## src/sv/fssd_pkg.sv

```systemverilog
// Package for the friction stick status detector.
// Holds the status encoding, register indexes and shared structs.
// No dependencies.
`timescale 1ns / 1ps

package fssd_pkg;

    // Stick status encoding
    typedef enum logic [1:0] {
        ST_ADHERE  = 2'd0,
        ST_RISING  = 2'd1,
        ST_FALLING = 2'd2
    } fssd_status_t;

    // Configuration register indexes
    localparam logic [2:0] CFG_NULL_ERROR_THRESHOLD     = 3'd0;
    localparam logic [2:0] CFG_STILL_VELOCITY_THRESHOLD = 3'd1;
    localparam logic [2:0] CFG_HOME_BAND_UPPER          = 3'd2;
    localparam logic [2:0] CFG_HOME_BAND_LOWER          = 3'd3;
    localparam logic [2:0] CFG_STICK_ERROR_THRESHOLD    = 3'd4;
    localparam logic [2:0] CFG_SET_DELAY_TICKS          = 3'd5;
    localparam logic [2:0] CFG_RESET_DELAY_TICKS        = 3'd6;

    localparam int unsigned CFG_INDEX_W = 3;
    localparam int unsigned CFG_DATA_W  = 16;

    // Thresholds used by the condition logic
    typedef struct packed {
        logic [15:0] null_error_threshold;
        logic [14:0] still_velocity_threshold;
        logic [15:0] home_band_upper;
        logic [15:0] home_band_lower;
        logic [15:0] stick_error_threshold;
    } fssd_thresh_t;

    // Conditions formed from one sample
    typedef struct packed {
        logic settled;
        logic rising;
        logic falling;
    } fssd_cond_t;

endpackage

```

## src/sv/fssd_cond.sv

```systemverilog
// Condition logic: settled, rising stick and falling stick from one sample.
// Depends on fssd_pkg.
`timescale 1ns / 1ps

module fssd_cond
(
    input  logic signed [15:0] position_error,
    input  logic signed [15:0] estimated_velocity,
    input  logic signed [15:0] home_distance,
    input  fssd_pkg::fssd_thresh_t thresh,
    output fssd_pkg::fssd_cond_t   cond
);

    logic [16:0]        err_mag;
    logic [16:0]        vel_mag;
    logic signed [17:0] err_w;
    logic signed [17:0] dist_w;
    logic signed [17:0] upper_w;
    logic signed [17:0] lower_neg_w;
    logic signed [17:0] stick_w;
    logic signed [17:0] stick_neg_w;
    logic               slow;
    logic               outside_band;
    logic               qualify;

    // Magnitudes over 17 bits so the most negative value does not wrap
    always_comb
    begin
        err_w = {{2{position_error[15]}}, position_error};
        if (position_error[15])
        begin
            err_mag = 17'(-({position_error[15], position_error}));
        end
        else
        begin
            err_mag = {1'b0, position_error};
        end
        if (estimated_velocity[15])
        begin
            vel_mag = 17'(-({estimated_velocity[15], estimated_velocity}));
        end
        else
        begin
            vel_mag = {1'b0, estimated_velocity};
        end
    end

    // Signed compares at 18 bits against the band and stick limits
    always_comb
    begin
        dist_w       = {{2{home_distance[15]}}, home_distance};
        upper_w      = {2'b00, thresh.home_band_upper};
        lower_neg_w  = -$signed({2'b00, thresh.home_band_lower});
        stick_w      = {2'b00, thresh.stick_error_threshold};
        stick_neg_w  = -$signed({2'b00, thresh.stick_error_threshold});
        slow         = vel_mag < {2'b00, thresh.still_velocity_threshold};
        outside_band = (dist_w > upper_w) || (dist_w < lower_neg_w);
        qualify      = slow && outside_band;
        cond.settled = err_mag < {1'b0, thresh.null_error_threshold};
        cond.rising  = qualify && (err_w > stick_w);
        cond.falling = qualify && (err_w < stick_neg_w);
    end

endmodule

```

## src/sv/friction_stick_status_detector_unit.sv

```systemverilog
// Top level of the friction stick status detector.
// Depends on fssd_pkg and fssd_cond.
//
//  channel  | handshake           | payload
//  ---------+---------------------+-------------------------------------------
//  in       | in_valid/in_stall   | position_error, estimated_velocity,
//           |                     | home_distance
//  out      | out_valid/out_stall | stick_status, rising_enable,
//           |                     | falling_enable, settle_enable
//  cfg      | cfg_we              | cfg_index, cfg_data
//
// One word in, one word out, one word per cycle sustained while out_stall
// is low. A sample is registered on accept; its result is registered when
// the input register moves on, and the counters and status advance with it.
// Reset zeroes the config registers, valid flags, counts and status (adhere),
// not the payloads. An output stall holds the result and the input register;
// in_stall rises only when the input register is full and cannot move on.
`timescale 1ns / 1ps

module friction_stick_status_detector_unit
(
    input  logic                                  clk,
    input  logic                                  rst_n,
    // input channel
    input  logic                                  in_valid,
    output logic                                  in_stall,
    input  logic signed [15:0]                    position_error,
    input  logic signed [15:0]                    estimated_velocity,
    input  logic signed [15:0]                    home_distance,
    // output channel
    output logic                                  out_valid,
    input  logic                                  out_stall,
    output logic [1:0]                            stick_status,
    output logic                                  rising_enable,
    output logic                                  falling_enable,
    output logic                                  settle_enable,
    // configuration
    input  logic                                  cfg_we,
    input  logic [fssd_pkg::CFG_INDEX_W-1:0]      cfg_index,
    input  logic [fssd_pkg::CFG_DATA_W-1:0]       cfg_data
);

    fssd_pkg::fssd_thresh_t thresh_reg;
    logic [7:0]             set_delay_reg;
    logic [7:0]             reset_delay_reg;

    logic                   in_valid_reg;
    logic signed [15:0]     err_reg;
    logic signed [15:0]     vel_reg;
    logic signed [15:0]     dist_reg;

    logic                   out_valid_reg;
    logic                   rising_en_reg;
    logic                   falling_en_reg;
    logic                   settle_en_reg;

    logic [7:0]             rising_count_reg;
    logic [7:0]             falling_count_reg;
    logic [7:0]             settle_count_reg;
    logic [7:0]             rising_count_next;
    logic [7:0]             falling_count_next;
    logic [7:0]             settle_count_next;

    fssd_pkg::fssd_status_t status_reg;
    fssd_pkg::fssd_status_t status_next;

    fssd_pkg::fssd_cond_t   cond;
    logic                   out_load;
    logic                   advance;
    logic                   in_load;
    logic                   en_r;
    logic                   en_f;
    logic                   en_s;

    // Handshake: output register frees up, input register moves on
    assign out_load = !out_valid_reg || !out_stall;
    assign advance  = in_valid_reg && out_load;
    assign in_stall = in_valid_reg && !out_load;
    assign in_load  = in_valid && !in_stall;

    // Configuration registers; writes beyond the list are dropped
    always_ff @(posedge clk or negedge rst_n)
    begin
        if (!rst_n)
        begin
            thresh_reg      <= '0;
            set_delay_reg   <= '0;
            reset_delay_reg <= '0;
        end
        else if (cfg_we)
        begin
            case (cfg_index)
                fssd_pkg::CFG_NULL_ERROR_THRESHOLD:
                    thresh_reg.null_error_threshold <= cfg_data;
                fssd_pkg::CFG_STILL_VELOCITY_THRESHOLD:
                    thresh_reg.still_velocity_threshold <= cfg_data[14:0];
                fssd_pkg::CFG_HOME_BAND_UPPER:
                    thresh_reg.home_band_upper <= cfg_data;
                fssd_pkg::CFG_HOME_BAND_LOWER:
                    thresh_reg.home_band_lower <= cfg_data;
                fssd_pkg::CFG_STICK_ERROR_THRESHOLD:
                    thresh_reg.stick_error_threshold <= cfg_data;
                fssd_pkg::CFG_SET_DELAY_TICKS:
                    set_delay_reg <= cfg_data[7:0];
                fssd_pkg::CFG_RESET_DELAY_TICKS:
                    reset_delay_reg <= cfg_data[7:0];
                default:
                    ;
            endcase
        end
    end

    // Input register: valid flag
    always_ff @(posedge clk or negedge rst_n)
    begin
        if (!rst_n)
        begin
            in_valid_reg <= 1'b0;
        end
        else if (in_load)
        begin
            in_valid_reg <= 1'b1;
        end
        else if (advance)
        begin
            in_valid_reg <= 1'b0;
        end
    end

    // Input register: sample payload
    always_ff @(posedge clk)
    begin
        if (in_load)
        begin
            err_reg  <= position_error;
            vel_reg  <= estimated_velocity;
            dist_reg <= home_distance;
        end
    end

    fssd_cond u_cond
    (
        .position_error     (err_reg),
        .estimated_velocity (vel_reg),
        .home_distance      (dist_reg),
        .thresh             (thresh_reg),
        .cond               (cond)
    );

    // Countdowns: reload while false, count down to zero while true
    always_comb
    begin
        if (!cond.rising)
        begin
            rising_count_next = set_delay_reg;
        end
        else if (rising_count_reg != 8'd0)
        begin
            rising_count_next = rising_count_reg - 8'd1;
        end
        else
        begin
            rising_count_next = 8'd0;
        end

        if (!cond.falling)
        begin
            falling_count_next = set_delay_reg;
        end
        else if (falling_count_reg != 8'd0)
        begin
            falling_count_next = falling_count_reg - 8'd1;
        end
        else
        begin
            falling_count_next = 8'd0;
        end

        if (!cond.settled)
        begin
            settle_count_next = reset_delay_reg;
        end
        else if (settle_count_reg != 8'd0)
        begin
            settle_count_next = settle_count_reg - 8'd1;
        end
        else
        begin
            settle_count_next = 8'd0;
        end

        en_r = (rising_count_next == 8'd0);
        en_f = (falling_count_next == 8'd0);
        en_s = (settle_count_next == 8'd0);
    end

    // Status next state from this sample's enables
    always_comb
    begin
        status_next = status_reg;
        case (status_reg)
            fssd_pkg::ST_ADHERE:
            begin
                if (en_r)
                begin
                    status_next = fssd_pkg::ST_RISING;
                end
                else if (en_f)
                begin
                    status_next = fssd_pkg::ST_FALLING;
                end
            end
            fssd_pkg::ST_RISING:
            begin
                if (en_s || en_f)
                begin
                    status_next = fssd_pkg::ST_ADHERE;
                end
            end
            fssd_pkg::ST_FALLING:
            begin
                if (en_s || en_r)
                begin
                    status_next = fssd_pkg::ST_ADHERE;
                end
            end
            default:
            begin
                status_next = fssd_pkg::ST_ADHERE;
            end
        endcase
    end

    // Status and counters advance with each delivered sample
    always_ff @(posedge clk or negedge rst_n)
    begin
        if (!rst_n)
        begin
            status_reg        <= fssd_pkg::ST_ADHERE;
            rising_count_reg  <= '0;
            falling_count_reg <= '0;
            settle_count_reg  <= '0;
        end
        else if (advance)
        begin
            status_reg        <= status_next;
            rising_count_reg  <= rising_count_next;
            falling_count_reg <= falling_count_next;
            settle_count_reg  <= settle_count_next;
        end
    end

    // Output register: valid flag
    always_ff @(posedge clk or negedge rst_n)
    begin
        if (!rst_n)
        begin
            out_valid_reg <= 1'b0;
        end
        else if (out_load)
        begin
            out_valid_reg <= in_valid_reg;
        end
    end

    // Output register: result payload
    always_ff @(posedge clk)
    begin
        if (advance)
        begin
            rising_en_reg  <= en_r;
            falling_en_reg <= en_f;
            settle_en_reg  <= en_s;
        end
    end

    assign out_valid      = out_valid_reg;
    assign stick_status   = status_reg;
    assign rising_enable  = rising_en_reg;
    assign falling_enable = falling_en_reg;
    assign settle_enable  = settle_en_reg;

endmodule

```

## config.mk

```make
export PLATFORM = sky130hd
export DESIGN_NAME = friction_stick_status_detector_unit
export DESIGN_NICKNAME = d
export VERILOG_FILES = /design/src/sv/fssd_pkg.sv /design/src/sv/fssd_cond.sv /design/src/sv/friction_stick_status_detector_unit.sv
export SDC_FILE = /design/constraint.sdc
export NUM_CORES = 1
export LEC_CHECK = 0
export ABC_AREA = 1
export BUFFER_PORTS_ARGS = -buffer_cell sky130_fd_sc_hd__buf_2
export CAP_MARGIN = 0
export CELL_PAD_IN_SITES_DETAIL_PLACEMENT = 1
export CELL_PAD_IN_SITES_GLOBAL_PLACEMENT = 1
export CORE_AREA = 2 2 151 153
export CTS_CLUSTER_SIZE = 30
export DETAILED_ROUTE_END_ITERATION = 8
export DIE_AREA = 0 0 153 155
export MAX_ROUTING_LAYER = met4
export PLACE_DENSITY_LB_ADDON = 0.1
export SLEW_MARGIN = 20
export SYNTH_ARGS = -nofsm -noshare
export SYNTH_HDL_FRONTEND = slang
export SYNTH_SLANG_ARGS = --single-unit
export TNS_END_PERCENT = 30
```

## constraint.sdc

```tcl
create_clock -name clk -period 5.67 [get_ports clk]
set_clock_uncertainty 0.1 [all_clocks]
set_input_delay 0.567 -clock clk [delete_from_list [all_inputs] [get_ports clk]]
set_output_delay 0.567 -clock clk [all_outputs]
set_load 0.005 [all_outputs]
```

After elaboration in Yosys (flattened, before gate mapping)
Cells that the tools add are included.

word-level totals
  logic and storage cells = 89
  output and inout bits = 7
  flip-flop bits (word level) = 174

cells by class
  reductions and logical operators = 31
  add/sub/neg operators = 7
  equality and inequality tests = 11
  muxes and demuxes = 15
  $lt $le $gt $ge = 6

operator list
  kind                                               number
  two-way mux 8 bit                                  6
  less-than comparator 16 x 18 -> 1 bit              2
  negator 16 -> 18 bit                               2
  > comparator 16 x 17 -> 1 bit                      2
  two-way mux 17 bit                                 2
  negator 17 bit                                     2
  logical NOT 8 bit                                  3
  nonzero test 8 bit                                 3
  subtractor 8 x 1 -> 8 bit (second input constant)  3
  less-than comparator 17 x 15 -> 1 bit              1
  less-than comparator 17 x 16 -> 1 bit              1
  AND reduction 2 bit                                7
  == test 3 bit (second input constant)              3
  two-way mux 2 bit                                  4
  == test 3 x 2 -> 1 bit (second input constant)     2
  logical AND 1 bit                                  6
  case mux 2 bit (3 select lines)                    1
  logical NOT 1 bit                                  4
  logical OR 1 bit                                   4
  inequality test 2 bit (second input constant)      2
  AND reduction 4 bit                                1
  == test 3 x 1 -> 1 bit (second input constant)     1
  logical NOT 3 bit                                  1
  inequality test 3 bit (second input constant)      1
  other kinds (5)                                    6

Depth between registers and ports, before layout
Gate-level depths: netlist of run 1.

  word-level depth = 10
  gate-level depth with buffers = 33
  depth with buffers taken out = 33

Modules after synthesis
From an unflattened synthesis of run 1, not the netlist that was laid out.

second synthesis, totals
  cells, all modules = 1358
  area total of the unflattened synthesis = 10914.2 um^2

by module, submodules not included
  module                               cells an instance  seq. area each (um^2)  area each (um^2)  instances
  friction_stick_status_detector_unit  708                4609.4                 7049.3            1
  fssd_cond                            650                0.0                    3865.0            1

Least setup slack after synthesis of run 1
No wires, ideal clock.

  kind = flip-flop to flip-flop
  start point = register thresh_reg[0] (netlist bit)
  end point = register status_reg[0], in the netlist stick_status[0]
  data required time = 5450 ps
  stages on the path, launching flop included = 28
  setup time = 120 ps
  arrival time = 3412 ps
  setup slack = 2038 ps
  cell sequence = dfrtp_1 nor3_1 nand2_1 nor3_1 nand3_1 nor4_1 nand3_1 xor2_1 ha_1 nand2_1 nor2_1 nand2_1 inv_1 nand4_1 nand3_1 nand2_1 nand2_2 nand3_4 nand2_1 nand2_1 nand2_1 nor2_2 nand2_2 nand3_1 nand2_2 clkinv_1 nand3_1 nand2_1

on the way
  word-level cells in the longest chain between the ends = 8
  elaborated cells between the ends (all ways) = 17
  those cells by class = 1 x add/sub; 2 x order compare; 3 x eq/ne; 4 x mux; 7 x reduce/logical

RTL lines
  element                                line                                        RTL
  from (decl)                            friction_stick_status_detector_unit.sv:43   fssd_pkg::fssd_thresh_t thresh_reg;
  negator 16 -> 18 bit                   fssd_cond.sv:55                             stick_neg_w = -$signed({2'b00, thresh.stick_error_threshold});
  less-than comparator 16 x 18 -> 1 bit  fssd_cond.sv:61                             cond.falling = qualify && (err_w < stick_neg_w);
  logical AND 1 bit                      fssd_cond.sv:61
  two-way mux 8 bit                      friction_stick_status_detector_unit.sv:166  if (!cond.falling)
  logical NOT 8 bit                      friction_stick_status_detector_unit.sv:193  en_f = (falling_count_next == 8'd0);
  logical OR 1 bit                       friction_stick_status_detector_unit.sv:215  if (en_s || en_f)
  inequality test 2 bit (no line)        n/a
  AND reduction 4 bit (no line)          n/a
  to (signal assigned)                   friction_stick_status_detector_unit.sv:239  status_reg <= fssd_pkg::ST_ADHERE;
  to (signal assigned)                   friction_stick_status_detector_unit.sv:246  status_reg <= status_next;
  to (decl)                              friction_stick_status_detector_unit.sv:64   fssd_pkg::fssd_status_t status_reg;

Parallel ways exist; a longest one is shown, timed or not.
A chain may end at the register's enable or synchronous reset.

Worst setup path in the final report of run 1
  start point = register err_reg[1]
  end point = register status_reg[0], in the netlist stick_status[0]

on the way
  word-level cells in the longest chain between the ends = 8
  elaborated cells between the ends (all ways) = 21
  those cells by class = 1 x add/sub; 3 x order compare; 3 x eq/ne; 6 x mux; 8 x reduce/logical

RTL lines
  element                                line                                                                                    RTL
  from (decl)                            friction_stick_status_detector_unit.sv:48                                               logic signed [15:0] err_reg;
  from (signal assigned)                 friction_stick_status_detector_unit.sv:135                                              err_reg <= position_error;
  negator 17 bit                         fssd_cond.sv:32                                                                         err_mag = 17'(-({position_error[15], position_error}));
  two-way mux 17 bit                     fssd_cond.sv:30                                                                         if (position_error[15])
  less-than comparator 17 x 16 -> 1 bit  fssd_cond.sv:59                                                                         cond.settled = err_mag < {1'b0, thresh.null_error_threshold};
  two-way mux 8 bit                      friction_stick_status_detector_unit.sv:179                                              if (!cond.settled)
  logical NOT 8 bit                      friction_stick_status_detector_unit.sv:194                                              en_s = (settle_count_next == 8'd0);
  logical OR 1 bit (on tied branches)    friction_stick_status_detector_unit.sv:222, friction_stick_status_detector_unit.sv:215
  inequality test 2 bit (no line)        n/a
  AND reduction 4 bit (no line)          n/a

Parallel ways exist; a longest one is shown, timed or not.

==> results of run 1 <==
## area by class of cell
class | count | share of cell area, %
multi-input cells | 943 | 44.1
flip-flops and latches | 174 | 38.2
inverters | 206 | 6.41
clock buffers | 18 | 3.55
repair buffers | 80 | 3.38
well taps | 285 | 2.95
clock inverters | 14 | 1.45
diodes | 1 | 0.0207
## path summary, 6_finish.rpt
kind | start | endpoint | slack, ps | cells after the start
min in group clk | home_distance[8] | dist_reg[8]$_DFFE_PP_ | 190 | 1
worst min register to register | thresh_reg[77]$_DFFE_PN0P_ | thresh_reg[77]$_DFFE_PN0P_ | 390 | 2
worst max-delay path | err_reg[1]$_DFFE_PP_ | stick_status[0]$_DFFE_PN0P_ | 1130 | 24
worst max register to register | err_reg[1]$_DFFE_PP_ | stick_status[0]$_DFFE_PN0P_ | 1130 | 24
worst min-delay path | rst_n | thresh_reg[29]$_DFFE_PN0P_ | 190 | 1
max in group asynchronous | rst_n | thresh_reg[72]$_DFFE_PN0P_ | 4060 | 2
## per-layer routing
layer	GRT usage, %	vias to the layer above
met5	-	-
met4	6.39	0
met3	4.21	25
met2	44.2	122
met1	32.5	4367
li1	-	4525
## cells by family (layout without fill, tap and decap cells)
logic type      count (synthesis)  after routing  synth area share (%)
compound gates                207            207                  9.96
xor+xnor                       47             47                  3.81
fa+ha+maj                     104            104                  12.0
buf+inv                       231            318                  8.19
flops                         174            174                  42.6
other cells                     0              1                     0
simple gates                  585            585                  23.4
## cell usage in the layout, fill, tap and decap left out, drive strengths merged, types with 39 or more instances in the layout
cell	synthesis	routed
nand2	365	365
inv	204	209
o21ai	151	151
dfrtp	123	123
nor2	105	105
ha	104	104
buf	2	80
edfxtp	51	51
nand3	41	41
a21oi	39	39
## worst reg2reg max path, stage by stage (launching register included)
cell and delay (ps):
sky130_fd_sc_hd__edfxtp_1 470, sky130_fd_sc_hd__inv_1 110, sky130_fd_sc_hd__ha_1 150, sky130_fd_sc_hd__inv_1 60, sky130_fd_sc_hd__nor3_1 200, sky130_fd_sc_hd__nand2_1 120, sky130_fd_sc_hd__nor3_1 250, sky130_fd_sc_hd__nand2_1 150
sky130_fd_sc_hd__nor3_1 230, sky130_fd_sc_hd__nor2_1 80, sky130_fd_sc_hd__xor2_1 150, sky130_fd_sc_hd__ha_1 310, sky130_fd_sc_hd__nand2_1 80, sky130_fd_sc_hd__nor4_1 450, sky130_fd_sc_hd__o21ai_0 200, sky130_fd_sc_hd__nand3_2 200
sky130_fd_sc_hd__inv_1 140, sky130_fd_sc_hd__o21ai_0 240, sky130_fd_sc_hd__nand2_1 80, sky130_fd_sc_hd__nor2_1 100, sky130_fd_sc_hd__nand2_1 120, sky130_fd_sc_hd__nand3_1 140, sky130_fd_sc_hd__nand2_2 80, sky130_fd_sc_hd__o21ai_1 150
sky130_fd_sc_hd__nand2_1 60
## report_power, final
part | switching [mW] | internal (mW)
Clock | 0.558 | 0.668
Combinational | 0.936 | 0.558
Sequential | 0.219 | 1.54
==> impl_metrics.py, run 1 <==
metrics = {
    "grt": {
        "globalRouteTotalUtil_pct": 25.9,
        "maximum_number_of_pins_on_one_net_before_global_route_repair": 74,
        "globalRouteOverflowTotal": 0,
        "antenna_found_initial": 1,
        "grt_pass1_vias": 9635,
        "grt_first_pass_wirelength_mm": 47.7,
    },
    "setup_path": {
        "cp_cell_sequence": "inv_1, ha_1, inv_1, nor3_1, nand2_1, nor3_1, nand2_1, nor3_1, nor2_1, xor2_1, ha_1, nand2_1, nor4_1, o21ai_0, nand3_2, inv_1, o21ai_0, nand2_1, nor2_1, nand2_1, nand3_1, nand2_2, o21ai_1, nand2_1",
        "critPathMaxFanout": 10,
        "critical_path_class": "reg -> reg",
        "worstSetupEndpointType": "flop",
        "worst_path_max_delay_cell": "sky130_fd_sc_hd__edfxtp_1",
        "critPathBufInv": 3,
        "crit_path_frequent_cell": "sky130_fd_sc_hd__nand2_1",
        "cp.arrival_ps": 4770,
        "critical-path-max-stage-delay_ps": 470,
        "cpLargestDelayFamily": "simple AND/OR/NAND/NOR gates",
        "cp_data_required_time_ps": 5900,
        "critPathLaunchType": "flop",
    },
    "finish": {
        "multiInputGateArea_sq_mm": 0.00532,
        "post-route-util_pct": 54.3,
        "sequential_standard_cell_area_sq_mm": 0.00461,
        "design_area_sq_mm": 0.0121,
        "post_route_cells_drive_above_1_share_pct": 9.69,
        "largest_register_ff_count": 79,
        "final.fill_count": 2767,
        "nets": 1598,
        "layout.cells.non_filler": 1721,
        "area_delta_synth_final_pct": 11.7,
    },
    "min_path": {
        "holdCritPathClass": "in -> async",
    },
    "place": {
        "post_placement_cell_count": 1688,
        "place.gp.congestion": 0.825,
        "placed_area_sq_mm": 0.0115,
        "pre_cts_ws_ps": 1190,
        "place.port_buffers": 78,
        "dp.final_hpwl_mm": 21.2,
    },
    "timing": {
        "worstMarginPinSlew_ps": 1000,
        "fin_crit_ps": 4540,
        "rsz0062_at_grt": "false",
        "period_utilization_post_route_pct": 80.1,
        "timing_max_transition_violations_final": 0,
        "hold_violations": 0,
        "totalNegativeSetupSlack_ps": 0,
        "layout_setup_ws_ps": 1130,
        "timing.final.setup_violations": 0,
        "finalHoldWorstSlack_ps": 185,
        "clock.fmax_mhz": 220,
        "slew_headroom_pct": 32.9,
    },
    "clock_tree": {
        "clkTransAtPathRegs_ps": 70,
        "cts.sink_count": 174,
        "clock_tree.root_cell": "sky130_fd_sc_hd__clkbuf_16",
        "postCtsResizedCells": 0,
        "clock_latency_ps": 440,
        "number_of_levels_in_the_clock_h_tree": 4,
        "cts_setup_buffers": 0,
        "numCtsBuffers": 17,
        "postCtsHoldBufs": 0,
        "clockBufferDepth": 2,
        "cts_tree": "done",
    },
    "detailed_routing": {
        "detail_route.vias_per_cell": 5.25,
        "number_of_vias_after_detailed_routing": 9039,
        "highest_layer": "met4",
        "post-route-drc-count": 0,
        "first_pass_iters": 4,
        "routed_wirelength_mm": 28.3,
        "avgRoutedWirePerCell_microns": 16.4,
        "met3_routed_length_microns": 849,
        "detail_route.wirelength.met1_mm": 13.1,
        "drt-initial-drc-count": 455,
        "routed-wl-met2_mm": 14.0,
        "detail-route-antenna-nets": 0,
    },
    "yosys": {
        "synth_largest_type_area_fraction_pct": 28.5,
        "mean_post_synth_cell_area_sq_um": 8.02,
        "yosysMostFrequentCell": "sky130_fd_sc_hd__nand2_1",
        "synth_area_leader_cell": "sky130_fd_sc_hd__dfrtp_1",
        "ys_ff_latch": 174,
        "asyncSetResetFlopFracSynth_pct": 70.7,
        "netlist_top_cells_area": "sky130_fd_sc_hd__dfrtp_1, sky130_fd_sc_hd__edfxtp_1, sky130_fd_sc_hd__nand2_1",
        "yosysWarnings": 0,
        "synth_cell_types": 42,
        "synth_flop_cell": "sky130_fd_sc_hd__dfrtp_1",
        "syn_area_sq_mm": 0.0108,
        "netlist_instances": 1348,
        "synth_sequential_area_ratio_pct": 42.6,
        "synth_enable_flop_cells": 51,
        "synthTopCellsByCount": "sky130_fd_sc_hd__nand2_1, sky130_fd_sc_hd__inv_1, sky130_fd_sc_hd__o21ai_0, sky130_fd_sc_hd__dfrtp_1, sky130_fd_sc_hd__ha_1",
        "syn_nets": 1524,
    },
    "die": {
        "placeable_area_sq_mm": 0.0222,
        "die_area_sq_mm": 0.0237,
        "start_util_pct": 48.6,
        "ios": 79,
        "die_h_microns": 155,
        "placement_rows": 55,
        "chipWidth_microns": 153,
    },
    "pwr": {
        "p_leak_nw": 6.17,
        "powerDensity_mw_per_mm2": 371,
        "power.total_mw": 4.48,
        "vdd_drop_max_uv": 206,
    },
    "run": {
        "drv.max_cap_violation_count": 0,
    },
    "run_status": {
        "outcome": "completed",
    },
}
Power figures use the tool's default switching activity.
==> inputs of run 2 (changes only) <==
CORE_AREA = 2 2 157 159   (was 2 2 151 153)
DIE_AREA = 0 0 159 161   (was 0 0 153 155)
clock period = 4.3 ns   (was 5.67 ns; I/O delays follow)
==> run 2 against run 1 <==
Effect of this change:
- combinational power grew 57%
- utilization decreased by 0.53 points
- global-route usage is 1.5 points lower
- worst setup slack got worse by 970 ps
- hold slack got worse by 130 ps
- non-clock buffer count rose by 37
- clock power up 28%
- sequential share of layout area fell by 2.4 points
- maximum frequency grew 9.6%
- wire length grew 7.9%
- largest cell class unchanged
==> impl_metrics.py, run 2 (synthesis gave the netlist of run 1 again) <==
metrics = {
    "detailed_routing": {
        "first_pass_iters": 4,
        "routed_wirelength_mm": 30.5,
        "post-route-drc-count": 0,
        "avgRoutedWirePerCell_microns": 17.0,
        "detail-route-antenna-nets": 0,
        "drt-initial-drc-count": 406,
        "detail_route.vias_per_cell": 5.17,
        "number_of_vias_after_detailed_routing": 9288,
    },
    "setup_path": {
        "worstSetupEndpointType": "flop",
        "worst_path_max_delay_cell": "sky130_fd_sc_hd__dfrtp_1",
        "critical_path_class": "reg -> reg",
        "cp_data_required_time_ps": 4530,
        "critPathLaunchType": "flop",
        "critPathMaxFanout": 8,
        "critical-path-max-stage-delay_ps": 430,
        "regToRegSetupSlack_ps": 160,
        "crit_path_frequent_cell": "sky130_fd_sc_hd__nand2_1",
        "cp.arrival_ps": 4380,
    },
    "timing": {
        "rsz0062_at_grt": "true",
        "worstMarginPinSlew_ps": 999,
        "timing_max_transition_violations_final": 0,
        "hold_violations": 0,
        "period_utilization_post_route_pct": 96.3,
        "totalNegativeSetupSlack_ps": 0,
        "clock.fmax_mhz": 241,
        "slew_headroom_pct": 33.2,
        "timing.final.setup_violations": 0,
        "fin_crit_ps": 4140,
    },
    "place": {
        "dp.final_hpwl_mm": 21.4,
        "place.port_buffers": 78,
        "place.gp.congestion": 0.822,
    },
    "finish": {
        "largest_register_ff_count": 79,
        "n_antenna_cell": 0,
        "mostFrequentLayoutCells": "sky130_fd_sc_hd__nand2_1, sky130_fd_sc_hd__inv_1, sky130_fd_sc_hd__o21ai_0, sky130_fd_sc_hd__dfrtp_1, sky130_fd_sc_hd__ha_1",
        "final_common_cell": "sky130_fd_sc_hd__nand2_1",
        "nets": 1637,
        "area_delta_synth_final_pct": 19.2,
        "post_route_cells_drive_above_1_share_pct": 18.0,
    },
    "die": {
        "die_h_microns": 161,
        "die_area_sq_mm": 0.0256,
        "start_util_pct": 45.1,
        "ios": 79,
        "chipWidth_microns": 159,
        "placeable_area_sq_mm": 0.0240,
        "placement_rows": 57,
    },
    "grt": {
        "grt_first_pass_wirelength_mm": 48.1,
        "antenna_found_initial": 0,
        "globalRouteOverflowTotal": 0,
        "globalRouteTotalUtil_pct": 24.4,
        "maximum_number_of_pins_on_one_net_before_global_route_repair": 49,
        "grt_pass1_vias": 9569,
    },
    "clock_tree": {
        "clkTransAtPathRegs_ps": 70,
        "cts.sink_count": 174,
        "numCtsBuffers": 17,
        "cts_tree": "done",
        "clockBufferDepth": 2,
        "number_of_levels_in_the_clock_h_tree": 4,
        "clock_latency_ps": 440,
        "clock_tree.root_cell": "sky130_fd_sc_hd__clkbuf_16",
    },
    "pwr": {
        "p_leak_nw": 6.45,
        "power.total_mw": 6.26,
        "powerDensity_mw_per_mm2": 485,
        "vdd_drop_max_uv": 236,
    },
    "run": {
        "drv.max_cap_violation_count": 0,
    },
    "run_status": {
        "outcome": "completed",
    },
    "min_path": {
        "holdCritPathClass": "in -> reg",
    },
}
==> run 2: cell count changes in the layout (fill, tap and decap cells not counted), sizes merged, moves of 4 or more <==
cell,before,now
clkbuf,18,22
buf,80,115
inv,209,213
clkinv,9,3
==> run 2: where the power goes <==
part / internal [mW] / switching (mW) / total (mW)
Clock: 0.860 / 0.722 / 1.58
Combinational: 0.913 / 1.43 / 2.34
Sequential: 2.02 / 0.305 / 2.33
Total: 3.80 / 2.46 / 6.26
==> run 2: critical path, delay by kind of cell (launching register included) <==
family	cells	cell delay, ps
buffers and inverters	5	430
AOI/OAI and AO/OA	2	310
DFF	1	430
adders and majority gates	2	390
and+or+nand+nor	23	2340
==> run 2: per-stage QoR <==
| step | area [sq um] | utilization [%] | std cells | setup slack [ps] | hold WS, ps |
|---|---|---|---|---|---|
| finish | 12900 | 53.8 | 1798 | 158 | 57.1 |
| global route | 12900 | 53.8 | 1798 | -132 | 39.5 |
| CTS | 12200 | 51.1 | 1772 | 51.5 | 45.7 |
| detailed placement | 11600 | 48.4 | 1736 | -183 | 370 |
| global placement | 11600 | 48.4 | 1736 | -125 | 366 |
| floorplan | 10800 | - | 1348 | 668 | 34.4 |
==> run 2: final timing paths <==
| path | startpoint | to | depth (start not counted) |
|---|---|---|---|
| min | home_distance[12] | dist_reg[12]$_DFFE_PP_ | 1 |
| max | thresh_reg[17]$_DFFE_PN0P_ | stick_status[1]$_DFFE_PN0P_ | 32 |
| max reg2reg | thresh_reg[17]$_DFFE_PN0P_ | stick_status[1]$_DFFE_PN0P_ | 32 |
| min reg2reg | thresh_reg[43]$_DFFE_PN0P_ | thresh_reg[43]$_DFFE_PN0P_ | 2 |
| min in group asynchronous | rst_n | set_delay_reg[5]$_DFFE_PN0P_ | 2 |
| max in group asynchronous | rst_n | reset_delay_reg[1]$_DFFE_PN0P_ | 3 |
==> run 2: routing by layer <==
layer	global-route usage, %	wire [microns]	share of wire (%)	vias to the layer above
met1	31.0	13800	45	4521
met3	3.65	889	2.9	33
met4	5.95	510	1.7	0
met5	-	0	0	-
li1	-	-	-	4610
met2	41.4	15300	50	124
==> run 2: what timing repair did <==
item                                   in CTS  in global routing
cloned                                      1                  2
buffers inserted                            2                 24
setup endpoints to repair                   2                  9
gates resized for setup                    11                111
hold buffers                                1                  0
endpoints found under the hold margin      42                  0
pin swaps                                   2                 60
==> run 2: cell type report <==
type	instances	area, sq um
Clock buffer	21	465
Clock inverter	11	121
Fill cell	2944	11100
Inverter	206	777
Multi-Input combinational cell	945	5780
Sequential cell	174	4610
Tap cell	324	405
Timing Repair Buffer	117	731
